[config.mk]
export PLATFORM = sky130hd
export DESIGN_NAME = serial_loaded_bank_mapper_flat
export DESIGN_NICKNAME = d
export VERILOG_FILES = /design/src/hw/rtl/smb_pkg.sv /design/src/hw/rtl/smb_if.sv /design/src/hw/rtl/smb_ctrl.sv /design/src/hw/rtl/smb_datapath.sv /design/src/hw/rtl/serial_loaded_bank_mapper.sv /design/src/flat_wrapper.sv
export SDC_FILE = /design/constraint.sdc
export NUM_CORES = 1
export LEC_CHECK = 0
export BUFFER_PORTS_ARGS = -buffer_cell sky130_fd_sc_hd__buf_4
export CAP_MARGIN = 20
export CORE_UTILIZATION = 40
export DETAILED_ROUTE_END_ITERATION = 10
export SKIP_LAST_GASP = 1
export SLEW_MARGIN = 20
export SYNTH_ARGS = -nofsm -noshare
export SYNTH_HDL_FRONTEND = slang
export SYNTH_HIERARCHICAL = 1
export SYNTH_SLANG_ARGS = --single-unit
[constraint.sdc]
create_clock -name clk_i -period 6.4 [get_ports clk_i]
set_input_delay 1.28 -clock clk_i [delete_from_list [all_inputs] [get_ports clk_i]]
set_output_delay 1.28 -clock clk_i [all_outputs]
set_load 0.005 [all_outputs]
[src/hw/rtl/smb_pkg.sv]
`timescale 1ns / 1ps
`default_nettype none

package smb_pkg;

  // field widths
  localparam int ModeW    = 3;
  localparam int AddrW    = 16;
  localparam int DataW    = 8;
  localparam int OffsetW  = 19;
  localparam int MirrorW  = 2;
  localparam int CfgIdxW  = 2;
  localparam int CfgDataW = 6;
  localparam int BankW    = 5;
  localparam int SizeW    = 6;

  // remainder unit: one restoring step per cycle, quotient below 32
  localparam int DivSteps  = 5;
  localparam int StepCntW  = 3;
  localparam int RemW      = 24;

  // bus operation codes
  localparam logic [ModeW-1:0] ModeWrite        = 3'd0;
  localparam logic [ModeW-1:0] ModePrgRead      = 3'd1;
  localparam logic [ModeW-1:0] ModeRamAccess    = 3'd2;
  localparam logic [ModeW-1:0] ModePattern      = 3'd3;
  localparam logic [ModeW-1:0] ModeConsoleReset = 3'd4;

  // configuration register indexes
  localparam logic [CfgIdxW-1:0] CfgVariantB  = 2'd0;
  localparam logic [CfgIdxW-1:0] CfgFixed32k  = 2'd1;
  localparam logic [CfgIdxW-1:0] CfgPrgBanks  = 2'd2;
  localparam logic [CfgIdxW-1:0] CfgChrBanks  = 2'd3;

  // serial load targets, from address bits 14..13
  localparam logic [1:0] RegControl = 2'd0;
  localparam logic [1:0] RegChrLow  = 2'd1;
  localparam logic [1:0] RegChrHigh = 2'd2;
  localparam logic [1:0] RegPrgBank = 2'd3;

  // prg modes from control bits 3..2
  localparam logic [1:0] PrgModeFixFirst = 2'd2;
  localparam logic [1:0] PrgModeFixLast  = 2'd3;

  localparam logic [BankW-1:0] ShifterReset = 5'h10;
  localparam logic [BankW-1:0] ControlReset = 5'h0C;
  localparam logic [BankW-1:0] PrgModeForce = 5'h0C;
  localparam logic [BankW-1:0] RamEnMask    = 5'h0F;
  localparam logic [AddrW-1:0] RamBase      = 16'h6000;
  localparam logic [SizeW-1:0] ChrMaxUnits  = 6'd32;
  localparam logic [SizeW-1:0] SizeMin      = 6'd1;

  localparam int PrgBankShift = 14;
  localparam int ChrUnitShift = 12;

  typedef enum logic [1:0] {
    StIdle,
    StPrep,
    StDivide,
    StEmit
  } ctl_state_e;

  typedef struct packed {
    logic capture;
    logic prep;
    logic step;
    logic emit;
  } dp_cmd_t;

  typedef struct packed {
    logic out_busy;
  } dp_status_t;

endpackage

`default_nettype wire

[src/hw/rtl/smb_if.sv]
`timescale 1ns / 1ps
`default_nettype none

interface smb_in_if import smb_pkg::*; ();
  logic             valid;
  logic             ready;
  logic [ModeW-1:0] mode;
  logic [AddrW-1:0] address;
  logic [DataW-1:0] data;

  modport source (output valid, mode, address, data, input ready);
  modport sink (input valid, mode, address, data, output ready);
endinterface

interface smb_out_if import smb_pkg::*; ();
  logic               valid;
  logic               ready;
  logic [OffsetW-1:0] offset;
  logic               ram_enabled;
  logic [MirrorW-1:0] mirroring;
  logic               register_loaded;

  modport source (output valid, offset, ram_enabled, mirroring, register_loaded, input ready);
  modport sink (input valid, offset, ram_enabled, mirroring, register_loaded, output ready);
endinterface

`default_nettype wire

[src/hw/rtl/smb_ctrl.sv]
`timescale 1ns / 1ps
`default_nettype none

module smb_ctrl import smb_pkg::*; (
  input  wire logic       clk_i,
  input  wire logic       rst_ni,
  input  wire logic       in_valid_i,
  output logic            in_ready_o,
  input  wire dp_status_t status_i,
  output dp_cmd_t         cmd_o
);

  localparam logic [StepCntW-1:0] LastStep = StepCntW'(DivSteps - 1);

  ctl_state_e          state_q, state_d;
  logic [StepCntW-1:0] cnt_q, cnt_d;

  always_comb begin
    state_d = state_q;
    cnt_d   = cnt_q;
    case (state_q)
      StIdle: begin
        if (in_valid_i) begin
          state_d = StPrep;
        end
      end
      StPrep: begin
        state_d = StDivide;
        cnt_d   = '0;
      end
      StDivide: begin
        cnt_d = cnt_q + 1'b1;
        if (cnt_q == LastStep) begin
          state_d = StEmit;
        end
      end
      StEmit: begin
        if (!status_i.out_busy) begin
          state_d = StIdle;
        end
      end
      default: begin
        state_d = StIdle;
      end
    endcase
  end

  always_comb begin
    in_ready_o    = 1'b0;
    cmd_o         = '0;
    case (state_q)
      StIdle: begin
        in_ready_o    = 1'b1;
        cmd_o.capture = in_valid_i;
      end
      StPrep: begin
        cmd_o.prep = 1'b1;
      end
      StDivide: begin
        cmd_o.step = 1'b1;
      end
      StEmit: begin
        cmd_o.emit = !status_i.out_busy;
      end
      default: begin
        in_ready_o = 1'b0;
      end
    endcase
  end

  always_ff @(posedge clk_i or negedge rst_ni) begin
    if (!rst_ni) begin
      state_q <= StIdle;
      cnt_q   <= '0;
    end else begin
      state_q <= state_d;
      cnt_q   <= cnt_d;
    end
  end

endmodule

`default_nettype wire

[src/hw/rtl/smb_datapath.sv]
`timescale 1ns / 1ps
`default_nettype none

module smb_datapath import smb_pkg::*; #(
  parameter int MAX_PRG_BANKS = 32,
  parameter int PRG_RAM_BYTES = 8192
) (
  input  wire logic                clk_i,
  input  wire logic                rst_ni,
  input  wire dp_cmd_t             cmd_i,
  output dp_status_t               status_o,
  input  wire logic                cfg_we_i,
  input  wire logic [CfgIdxW-1:0]  cfg_index_i,
  input  wire logic [CfgDataW-1:0] cfg_data_i,
  input  wire logic [ModeW-1:0]    mode_i,
  input  wire logic [AddrW-1:0]    address_i,
  input  wire logic [DataW-1:0]    data_i,
  smb_out_if.source                out_o
);

  localparam logic [SizeW-1:0] MaxPrgBanks = SizeW'(MAX_PRG_BANKS);
  localparam logic [RemW-1:0]  RamDiv      = RemW'(PRG_RAM_BYTES) << (DivSteps - 1);

  // captured item
  logic [ModeW-1:0] mode_q;
  logic [AddrW-1:0] addr_q;
  logic [DataW-1:0] data_q;

  // configuration
  logic             variant_b_q, fixed32_q;
  logic [SizeW-1:0] prg_banks_q, chr_banks_q;

  // mapper state
  logic [BankW-1:0] shifter_q, shifter_d;
  logic [BankW-1:0] control_q, control_d;
  logic [BankW-1:0] chr_lo_q, chr_lo_d;
  logic [BankW-1:0] chr_hi_q, chr_hi_d;
  logic [BankW-1:0] prg_q, prg_d;
  logic             loaded_q, loaded_d;

  // remainder unit
  logic [RemW-1:0] rem_q, rem_d;
  logic [RemW-1:0] div_q, div_d;
  logic [RemW-1:0] prep_rem, prep_div;

  // result register
  logic               out_valid_q;
  logic [OffsetW-1:0] out_offset_q;
  logic               out_ram_q;
  logic [MirrorW-1:0] out_mirror_q;
  logic               out_loaded_q;

  logic [SizeW-1:0] prg_banks, chr_units;
  logic [BankW-1:0] last_bank, prg_bank_sel;
  logic [1:0]       pmode;
  logic             upper, fixed_half, ram_on;
  logic [BankW-1:0] shift_in;
  logic [AddrW-1:0] ram_off;

  assign ram_on   = !(variant_b_q && prg_q[BankW-1]);
  assign shift_in = {data_q[0], shifter_q[BankW-1:1]};
  assign ram_off  = addr_q - RamBase;

  // size clamps
  always_comb begin
    if (prg_banks_q == '0) begin
      prg_banks = SizeMin;
    end else if (prg_banks_q > MaxPrgBanks) begin
      prg_banks = MaxPrgBanks;
    end else begin
      prg_banks = prg_banks_q;
    end
    if (chr_banks_q == '0) begin
      chr_units = SizeMin;
    end else if (chr_banks_q > ChrMaxUnits) begin
      chr_units = ChrMaxUnits;
    end else begin
      chr_units = chr_banks_q;
    end
  end

  // prg window bank select
  always_comb begin
    pmode      = control_q[3:2];
    upper      = addr_q[PrgBankShift];
    fixed_half = (pmode == PrgModeFixLast) ? upper : !upper;
    last_bank  = BankW'(prg_banks - SizeMin);
    if (fixed_half) begin
      prg_bank_sel = upper ? last_bank : '0;
    end else begin
      prg_bank_sel = {1'b0, prg_q[3:0]};
    end
  end

  // dividend and pre-shifted divisor per operation
  always_comb begin
    prep_rem = '0;
    prep_div = RamDiv;
    case (mode_q)
      ModePrgRead: begin
        prep_div = RemW'(prg_banks) << (PrgBankShift + DivSteps - 1);
        if (pmode != PrgModeFixFirst && pmode != PrgModeFixLast) begin
          prep_rem = RemW'({prg_q[3:1], addr_q[14:0]});
        end else if (fixed32_q) begin
          prep_rem = RemW'(addr_q[14:0]);
        end else begin
          prep_rem = RemW'({prg_bank_sel, addr_q[13:0]});
        end
      end
      ModeRamAccess: begin
        if (ram_on) begin
          prep_rem = RemW'(ram_off);
        end
      end
      ModePattern: begin
        prep_div = RemW'(chr_units) << (ChrUnitShift + DivSteps - 1);
        if (!control_q[4]) begin
          prep_rem = RemW'({chr_lo_q[4:1], addr_q[12:0]});
        end else if (addr_q[12]) begin
          prep_rem = RemW'({chr_hi_q, addr_q[11:0]});
        end else begin
          prep_rem = RemW'({chr_lo_q, addr_q[11:0]});
        end
      end
      default: begin
        prep_rem = '0;
      end
    endcase
  end

  // serial port and console reset
  always_comb begin
    shifter_d = shifter_q;
    control_d = control_q;
    chr_lo_d  = chr_lo_q;
    chr_hi_d  = chr_hi_q;
    prg_d     = prg_q;
    loaded_d  = loaded_q;
    if (cmd_i.prep) begin
      loaded_d = 1'b0;
      case (mode_q)
        ModeWrite: begin
          if (addr_q[AddrW-1]) begin
            if (data_q[DataW-1]) begin
              shifter_d = ShifterReset;
              control_d = control_q | PrgModeForce;
            end else if (shifter_q[0]) begin
              shifter_d = ShifterReset;
              loaded_d  = 1'b1;
              case (addr_q[14:13])
                RegControl: control_d = shift_in;
                RegChrLow:  chr_lo_d  = shift_in;
                RegChrHigh: chr_hi_d  = shift_in;
                RegPrgBank: prg_d     = shift_in;
                default:    prg_d     = shift_in;
              endcase
            end else begin
              shifter_d = shift_in;
            end
          end
        end
        ModeConsoleReset: begin
          shifter_d = ShifterReset;
          control_d = ControlReset;
          chr_lo_d  = '0;
          chr_hi_d  = '0;
          prg_d     = variant_b_q ? (prg_q & RamEnMask) : '0;
        end
        default: begin
          shifter_d = shifter_q;
        end
      endcase
    end
  end

  // restoring remainder, one quotient bit per step
  always_comb begin
    rem_d = rem_q;
    div_d = div_q;
    if (cmd_i.prep) begin
      rem_d = prep_rem;
      div_d = prep_div;
    end else if (cmd_i.step) begin
      if (rem_q >= div_q) begin
        rem_d = rem_q - div_q;
      end
      div_d = div_q >> 1;
    end
  end

  assign status_o.out_busy = out_valid_q && !out_o.ready;

  always_ff @(posedge clk_i) begin
    if (cmd_i.capture) begin
      mode_q <= mode_i;
      addr_q <= address_i;
      data_q <= data_i;
    end
    rem_q    <= rem_d;
    div_q    <= div_d;
    loaded_q <= loaded_d;
    if (cmd_i.emit) begin
      out_offset_q <= rem_q[OffsetW-1:0];
      out_ram_q    <= ram_on;
      out_mirror_q <= control_q[MirrorW-1:0];
      out_loaded_q <= loaded_q;
    end
  end

  always_ff @(posedge clk_i or negedge rst_ni) begin
    if (!rst_ni) begin
      variant_b_q <= 1'b1;
      fixed32_q   <= 1'b0;
      prg_banks_q <= 6'd2;
      chr_banks_q <= 6'd2;
      shifter_q   <= ShifterReset;
      control_q   <= ControlReset;
      chr_lo_q    <= '0;
      chr_hi_q    <= '0;
      prg_q       <= '0;
      out_valid_q <= 1'b0;
    end else begin
      if (cfg_we_i) begin
        case (cfg_index_i)
          CfgVariantB: variant_b_q <= cfg_data_i[0];
          CfgFixed32k: fixed32_q   <= cfg_data_i[0];
          CfgPrgBanks: prg_banks_q <= cfg_data_i;
          CfgChrBanks: chr_banks_q <= cfg_data_i;
          default:     chr_banks_q <= cfg_data_i;
        endcase
      end
      shifter_q <= shifter_d;
      control_q <= control_d;
      chr_lo_q  <= chr_lo_d;
      chr_hi_q  <= chr_hi_d;
      prg_q     <= prg_d;
      if (cmd_i.emit) begin
        out_valid_q <= 1'b1;
      end else if (out_o.ready) begin
        out_valid_q <= 1'b0;
      end
    end
  end

  assign out_o.valid           = out_valid_q;
  assign out_o.offset          = out_offset_q;
  assign out_o.ram_enabled     = out_ram_q;
  assign out_o.mirroring       = out_mirror_q;
  assign out_o.register_loaded = out_loaded_q;

endmodule

`default_nettype wire

[src/hw/rtl/serial_loaded_bank_mapper.sv]
// an accepted item is captured, prepared, run through five remainder steps, then emitted to out_o
// items are taken one at a time: in_i.ready is high only while idle, so the five-step shared remainder unit
// finishes one item (capture, prepare, five remainder steps, emit) before the next is accepted
// a finished result waits in the output register while the next item is accepted
// reset: async active low; config regs, bank regs and control clear to reset values
`timescale 1ns / 1ps
`default_nettype none

module serial_loaded_bank_mapper import smb_pkg::*; #(
  parameter int MAX_PRG_BANKS = 32,
  parameter int PRG_RAM_BYTES = 8192
) (
  input  wire logic                clk_i,
  input  wire logic                rst_ni,
  smb_in_if.sink                   in_i,
  smb_out_if.source                out_o,
  input  wire logic                cfg_we_i,
  input  wire logic [CfgIdxW-1:0]  cfg_index_i,
  input  wire logic [CfgDataW-1:0] cfg_data_i
);

  // command and status between sequencer and datapath
  dp_cmd_t    cmd;
  dp_status_t status;
  logic       in_ready;

  // sequencer: idle, prepare, remainder steps, emit
  smb_ctrl u_ctrl (
    .clk_i      (clk_i),
    .rst_ni     (rst_ni),
    .in_valid_i (in_i.valid),
    .in_ready_o (in_ready),
    .status_i   (status),
    .cmd_o      (cmd)
  );

  assign in_i.ready = in_ready;

  // bank registers, address translation and the output register
  smb_datapath #(
    .MAX_PRG_BANKS (MAX_PRG_BANKS),
    .PRG_RAM_BYTES (PRG_RAM_BYTES)
  ) u_datapath (
    .clk_i       (clk_i),
    .rst_ni      (rst_ni),
    .cmd_i       (cmd),
    .status_o    (status),
    .cfg_we_i    (cfg_we_i),
    .cfg_index_i (cfg_index_i),
    .cfg_data_i  (cfg_data_i),
    .mode_i      (in_i.mode),
    .address_i   (in_i.address),
    .data_i      (in_i.data),
    .out_o       (out_o)
  );

endmodule

`default_nettype wire
[src/flat_wrapper.sv]
// flat-port wrapper written by rule: the top's interface ports become plain ports
module serial_loaded_bank_mapper_flat import smb_pkg::*;
#(
  parameter int MAX_PRG_BANKS = 32,
  parameter int PRG_RAM_BYTES = 8192
)
  (clk_i, rst_ni, cfg_we_i, cfg_index_i, cfg_data_i, in_i_valid, in_i_mode, in_i_address, in_i_data, in_i_ready, out_o_valid, out_o_offset, out_o_ram_enabled, out_o_mirroring, out_o_register_loaded, out_o_ready);
  smb_in_if in_i_i ();
  smb_out_if out_o_i ();
  input  wire logic clk_i;
  input  wire logic rst_ni;
  input  wire logic cfg_we_i;
  input  wire logic [CfgIdxW-1:0] cfg_index_i;
  input  wire logic [CfgDataW-1:0] cfg_data_i;
  input wire logic [$bits(in_i_i.valid)-1:0] in_i_valid;
  input wire logic [$bits(in_i_i.mode)-1:0] in_i_mode;
  input wire logic [$bits(in_i_i.address)-1:0] in_i_address;
  input wire logic [$bits(in_i_i.data)-1:0] in_i_data;
  output wire logic [$bits(in_i_i.ready)-1:0] in_i_ready;
  output wire logic [$bits(out_o_i.valid)-1:0] out_o_valid;
  output wire logic [$bits(out_o_i.offset)-1:0] out_o_offset;
  output wire logic [$bits(out_o_i.ram_enabled)-1:0] out_o_ram_enabled;
  output wire logic [$bits(out_o_i.mirroring)-1:0] out_o_mirroring;
  output wire logic [$bits(out_o_i.register_loaded)-1:0] out_o_register_loaded;
  input wire logic [$bits(out_o_i.ready)-1:0] out_o_ready;
  assign in_i_i.valid = in_i_valid;
  assign in_i_i.mode = in_i_mode;
  assign in_i_i.address = in_i_address;
  assign in_i_i.data = in_i_data;
  assign in_i_ready = in_i_i.ready;
  assign out_o_valid = out_o_i.valid;
  assign out_o_offset = out_o_i.offset;
  assign out_o_ram_enabled = out_o_i.ram_enabled;
  assign out_o_mirroring = out_o_i.mirroring;
  assign out_o_register_loaded = out_o_i.register_loaded;
  assign out_o_i.ready = out_o_ready;
  serial_loaded_bank_mapper #(.MAX_PRG_BANKS(MAX_PRG_BANKS), .PRG_RAM_BYTES(PRG_RAM_BYTES)) u_core (.clk_i(clk_i), .rst_ni(rst_ni), .in_i(in_i_i), .out_o(out_o_i), .cfg_we_i(cfg_we_i), .cfg_index_i(cfg_index_i), .cfg_data_i(cfg_data_i));
endmodule
==> results of run 1 <==
-- sequential cells by signal, summed over array words and instances, names as in the netlist, 6 cells and up --
signal,flops
u_core/u_datapath/div_q,24
u_core/u_datapath/out_o.offset,19
u_core/u_datapath/addr_q,16
u_core/u_datapath/chr_banks_q,6
u_core/u_datapath/rem_q,24
u_core/u_datapath/prg_banks_q,6
-- worst max-delay path, delay by kind of cell (launching register included) --
| kind | cells | cell delay (ns) |
|---|---|---|
| AOI/OAI and AO/OA | 5 | 1.49 |
| adders and majority gates | 2 | 0.63 |
| and+or+nand+nor | 2 | 0.37 |
| buffers and inverters | 2 | 0.36 |
| DFF | 1 | 0.35 |
-- cell usage in the layout, fill, tap and decap left out, types with 10 or more instances in the layout --
cell type   n
clkbuf_16  19
inv_1      40
o22ai_1    11
o21ai_1    30
xnor2_1    10
dfrtp_1    39
ha_1       34
o21ai_0    16
buf_4      62
nor2_1     39
nand3_1    12
a21oi_1    33
nor2b_1    10
mux2_2     14
nand2_1    83
xor2_1     14
edfxtp_1   93
-- layer usage --
metal | wire, um | track usage (%) | vias up
li1 | - | - | 2345
met3 | 662 | 4.30 | 25
met5 | 0 | 0 | -
met4 | 267 | 6.94 | 0
met2 | 7140 | 29.4 | 108
met1 | 6310 | 21.7 | 2262
-- kinds of logic (layout without fill, tap and decap cells) --
family | count (synthesis) | after routing | share of synthesized area, %
simple gates | 190 | 190 | 12.9
compound gates | 142 | 142 | 13.6
fa+ha+maj | 36 | 36 | 6.65
xor+xnor | 24 | 24 | 3.05
buf+inv | 55 | 134 | 3.02
mux | 24 | 24 | 3.82
flops | 138 | 138 | 57.0
-- report_power, final --
part	switching [uW]	internal (uW)	total (uW)	leakage, uW
sequential	187	1510	1700	0.00145
combinational	1280	879	2160	0.00155
clock	398	560	958	0.000291
total	1860	2950	4820	0.00329
-- layout make-up --
class / instances / area (sq um) / area share, %
Clock buffer: 20 / 489 / 5.99
Clock inverter: 12 / 97.6 / 1.20
Inverter: 40 / 150 / 1.84
Multi-Input combinational cell: 416 / 2760 / 33.8
Sequential cell: 138 / 3930 / 48.1
Tap cell: 220 / 275 / 3.37
Timing Repair Buffer: 62 / 465 / 5.70
-- per-stage QoR --
step	area, sq um	setup WS, ns	total power, uW	instances
floorplan	6890	3.44	3300	609
global placement	7570	2.91	3800	876
detailed placement	7570	2.87	3870	876
CTS	8160	2.86	4850	908
global route	8160	2.67	5170	908
finish	8160	2.90	4820	908
-- worst paths after layout --
kind / from / to / slack [ns]
worst max-delay path: u_core/u_datapath/rem_q[0] / u_core/u_datapath/rem_q[11] / 2.90
worst min-delay path: u_core/u_datapath/loaded_q / u_core/u_datapath/out_o.register_loaded / 0.42
worst max register to register: u_core/u_datapath/rem_q[0] / u_core/u_datapath/rem_q[11] / 2.90
worst min register to register: u_core/u_datapath/loaded_q / u_core/u_datapath/out_o.register_loaded / 0.42
max in group asynchronous: rst_ni / u_core/u_datapath/prg_q[0] / 5.15
min in group asynchronous: rst_ni / u_core/u_datapath/chr_banks_q[2] / 0.85
==> flow_summary.ini, run 1 <==
[status]
status = finished, final reports clean

[route]
avgViaCountPerCell = 5.22
vias = 4740
firstDrtPassIters = 5
final_antenna_net_count = 0
drc = 0
drtIter0Drc = 376
wl_per_cell_um = 15.8
routed_wl_um = 14400

[placed_design]
globalplace.congestion = 0.905
dpl.hpwl_um = 10400
port-buffer-count = 58

[synthesis]
ys_seq_elements = 138
synth_top_cell_by_area = edfxtp_1
synth_top_area_share_pct = 40.6
synthFlopType = edfxtp_1
synth.most_common_cell = edfxtp_1
synth_cell_type_count = 61
postSynthCellCount = 609
synth_fp_nets = 685
seq_area_frac_synth_pct = 57.0
synth_common_cells = edfxtp_1 (93), nand2_1 (83), inv_1 (40)
synth_edf_count = 93
ys_warn_count = 6
avgSynthCellArea_sq_um = 11.3
synth_area_sq_mm = 0.00689
synthArstFlopShare_pct = 32.6
netlist_top_cells_area = edfxtp_1 (41%), dfrtp_1 (14%), ha_1 (6.4%)

[power]
p_leak_uw = 0.00329
peakVddDrop_v = 0.000231
power.density_mw_per_mm2 = 590

[cts]
cts_inserted_buffers = 17
cts_setup_buffers = 0
path_clk_slew_ns = 0.06
clkLatencyLatePin_ns = 0.43
cts_max_level = 4
ctsHoldBuffers = 0
root_buffer = clkbuf_16
post_cts_resized = 0
tritoncts = done
cts_buffer_depth = 2
cts.sinks = 138

[timing]
rsz0062_at_grt = no
slew_violations = 0
hold_violations = 0
min_period_ns = 3.50
post-route-period-util_pct = 54.6
tns_ns = 0
relSlewSlack_pct = 34.2
worst_slew_pin_slew_ns = 0.988
fmax_ghz = 0.286
setup_violations = 0
fin_skew_ns = 0.00819
fin_hold_ws_ns = 0.423

[floorplan]
start_util_pct = 41.2
core_sq_mm = 0.0167
die_h_um = 133
rows = 47
io_pins = 65
die_area_sq_mm = 0.0177
fp.dieW_um = 133

[finish]
area_growth_pct = 18.5
fin_util_pct = 48.9
drive_above_1_share_pct = 19.3
antenna_cells = 0
fill_cells = 1531
nets = 751

[worst_setup_path]
cp_slowest_stage_delay_ns = 0.80
endpoint_kind = register
critical_path_class = register to register
ff2ff_path_depth = 11
cp.arrival_ns = 3.63
path_cells = inv_1 -> ha_1 -> fa_1 -> nor2b_1 -> o31ai_1 -> and4_1 -> o31ai_4 -> a21oi_2 -> a21oi_1 -> o41a_1 -> buf_4
worst_setup_path_start_kind = register
slowest_stage = o41a_1
critPathRequiredTime_ns = 6.54
crit_fanout = 17

[global_routing]
grt_pass1_vias = 4797
grt_pass1_wl_um = 23800
antenna_found_initial = 0
grt_usage_pct = 17.5
grt_max_degree = 65
grt_overflow = 0

[worst_hold_path]
worstHoldPathCells = 0
hp-class = register to register

[job]
cap_violations = 0
No activity file was read; power rests on OpenSTA's default activity.
==> run 2: changes to the inputs <==
==> constraint.sdc (replaced) <==
create_clock -name clk_i -period 3.65 [get_ports clk_i]
set_input_delay 0.73 -clock clk_i [delete_from_list [all_inputs] [get_ports clk_i]]
set_output_delay 0.73 -clock clk_i [all_outputs]
set_load 0.005 [all_outputs]
==> flow_summary.ini, run 2 (synthesis gave the netlist of run 1 again) <==
[finish]
mostFrequentLayoutCell = edfxtp_1
multiInputGateArea_sq_mm = 0.00276
final_cell_mix = edfxtp_1 (93), nand2_1 (83), buf_4 (63)
seq_area_sq_mm = 0.00393
nets = 752
fin_cells = 909
antenna_cells = 0
fill_cells = 1502
area_growth_pct = 19.1
drive_above_1_share_pct = 19.4

[floorplan]
rows = 47
die_area_sq_mm = 0.0177
die_h_um = 133
io_pins = 65
core_sq_mm = 0.0167
start_util_pct = 41.2
fp.dieW_um = 133

[global_routing]
grt_max_degree = 46
busiest_layer = met2
antenna_found_initial = 0
grt_overflow = 0
grt_usage_pct = 17.6
grt_pass1_vias = 4887
met1_usage_pct = 21.9
met2_usage_pct = 29.8
grt_pass1_wl_um = 24200
use_met3_pct = 4.22

[worst_setup_path]
critical_path_class = register to register
crit_fanout = 21
r2r_end = u_core/u_datapath/rem_q[15]
reg2reg_from = u_core/u_datapath/rem_q[0]
r2r_slack_ns = 0.64
cp.arrival_ns = 3.11
worst_setup_path_start_kind = register
critPathRequiredTime_ns = 3.75
ff2ff_path_depth = 11
endpoint_kind = register

[route]
final_antenna_net_count = 0
vias = 4820
firstDrtPassIters = 5
avgViaCountPerCell = 5.30
wl_per_cell_um = 16.1
drc = 0
drtIter0Drc = 396
routed_wl_um = 14600

[placed_design]
globalplace.congestion = 0.922
dpl.hpwl_um = 10500
port-buffer-count = 58
dp.cells = 877

[worst_hold_path]
hp-class = input port to asynchronous set/reset pin

[timing]
min_period_ns = 3.01
slew_violations = 0
rsz0062_at_grt = no
fmax_ghz = 0.332
hold_violations = 0
setup_violations = 0
post-route-period-util_pct = 82.5
fin_skew_ns = 0.00931
tns_ns = 0
relSlewSlack_pct = 61.0
worst_slew_pin_slew_ns = 0.580

[cts]
post_cts_resized = 0
cts.sinks = 138
tritoncts = done
cts_setup_buffers = 0
cts_buffer_depth = 2
cts_max_level = 4
root_buffer = clkbuf_16
path_clk_slew_ns = 0.06
clkLatencyLatePin_ns = 0.43
ctsHoldBuffers = 0
cts_inserted_buffers = 17

[power]
power.density_mw_per_mm2 = 1040
peakVddDrop_v = 0.000406
p_leak_uw = 0.00331

[job]
cap_violations = 0

[status]
status = finished, final reports clean
-- run 2: cell types whose count changed in the layout (fill, tap and decap cells not counted) --
cell	before	now
inv_4	2	1
inv_6	4	6
bufinv_16	0	1
clkbuf_8	1	0
clkinv_4	3	0
buf_4	62	63
clkinvlp_4	1	2
clkbuf_16	19	20
-- run 2: where the power goes --
group | switching (uW) | leakage [uW] | total, uW | internal [uW]
clock | 697 | 0.000302 | 1770 | 1080
sequential | 331 | 0.00145 | 2980 | 2650
combinational | 2260 | 0.00156 | 3820 | 1560
-- run 2: metrics by stage --
step	util (%)	hold slack [ns]	setup slack, ns	area, sq um	power, uW
global route	49.1	0.347	0.397	8200	9210
finish	49.1	0.298	0.638	8200	8570
global placement	45.4	0.413	0.664	7580	6690
detailed placement	45.4	0.421	0.610	7580	6800
CTS	49.1	0.318	0.602	8200	8610
floorplan	-	0.400	0.693	6890	5780
-- run 2: area by class of cell --
class / count / share of cell area (%)
repair buffers: 63 / 5.77
well taps: 220 / 3.36
clock buffers: 20 / 6.10
clock inverters: 12 / 1.46
inverters: 40 / 1.83
multi-input cells: 416 / 33.6
flip-flops and latches: 138 / 47.9
-- run 2: per-layer routing --
| metal | share of wire [%] | up-vias |
|---|---|---|
| met5 | 0 | - |
| met4 | 0.85 | 0 |
| met3 | 4.5 | 12 |
| met2 | 50 | 114 |
| met1 | 44 | 2348 |
| li1 | - | 2346 |
-- run 2: worst max-delay path: stages (launching register included) --
cell	delay, ns
edfxtp_1	0.34
inv_1	0.05
ha_1	0.23
fa_1	0.41
nor2b_1	0.15
o31ai_1	0.09
and4_1	0.20
o31ai_4	0.34
a21oi_2	0.13
a21oi_1	0.15
o41a_1	0.24
buf_4	0.35
-- run 2: how the worst max path moves through the flow --
stage / depth (start not counted) / slack [ns] / endpoint / start
after floorplan: 10 / 0.69 / u_core/u_datapath/rem_q[0] / u_core/u_datapath/rem_q[0]
after global placement: 11 / 0.66 / u_core/u_datapath/rem_q[6] / u_core/u_datapath/rem_q[0]
after detailed placement: 11 / 0.61 / u_core/u_datapath/rem_q[17] / u_core/u_datapath/rem_q[0]
after CTS: 11 / 0.60 / u_core/u_datapath/rem_q[16] / u_core/u_datapath/rem_q[0]
after global routing: 11 / 0.40 / u_core/u_datapath/rem_q[15] / u_core/u_datapath/rem_q[0]
final: 11 / 0.64 / u_core/u_datapath/rem_q[15] / u_core/u_datapath/rem_q[0]
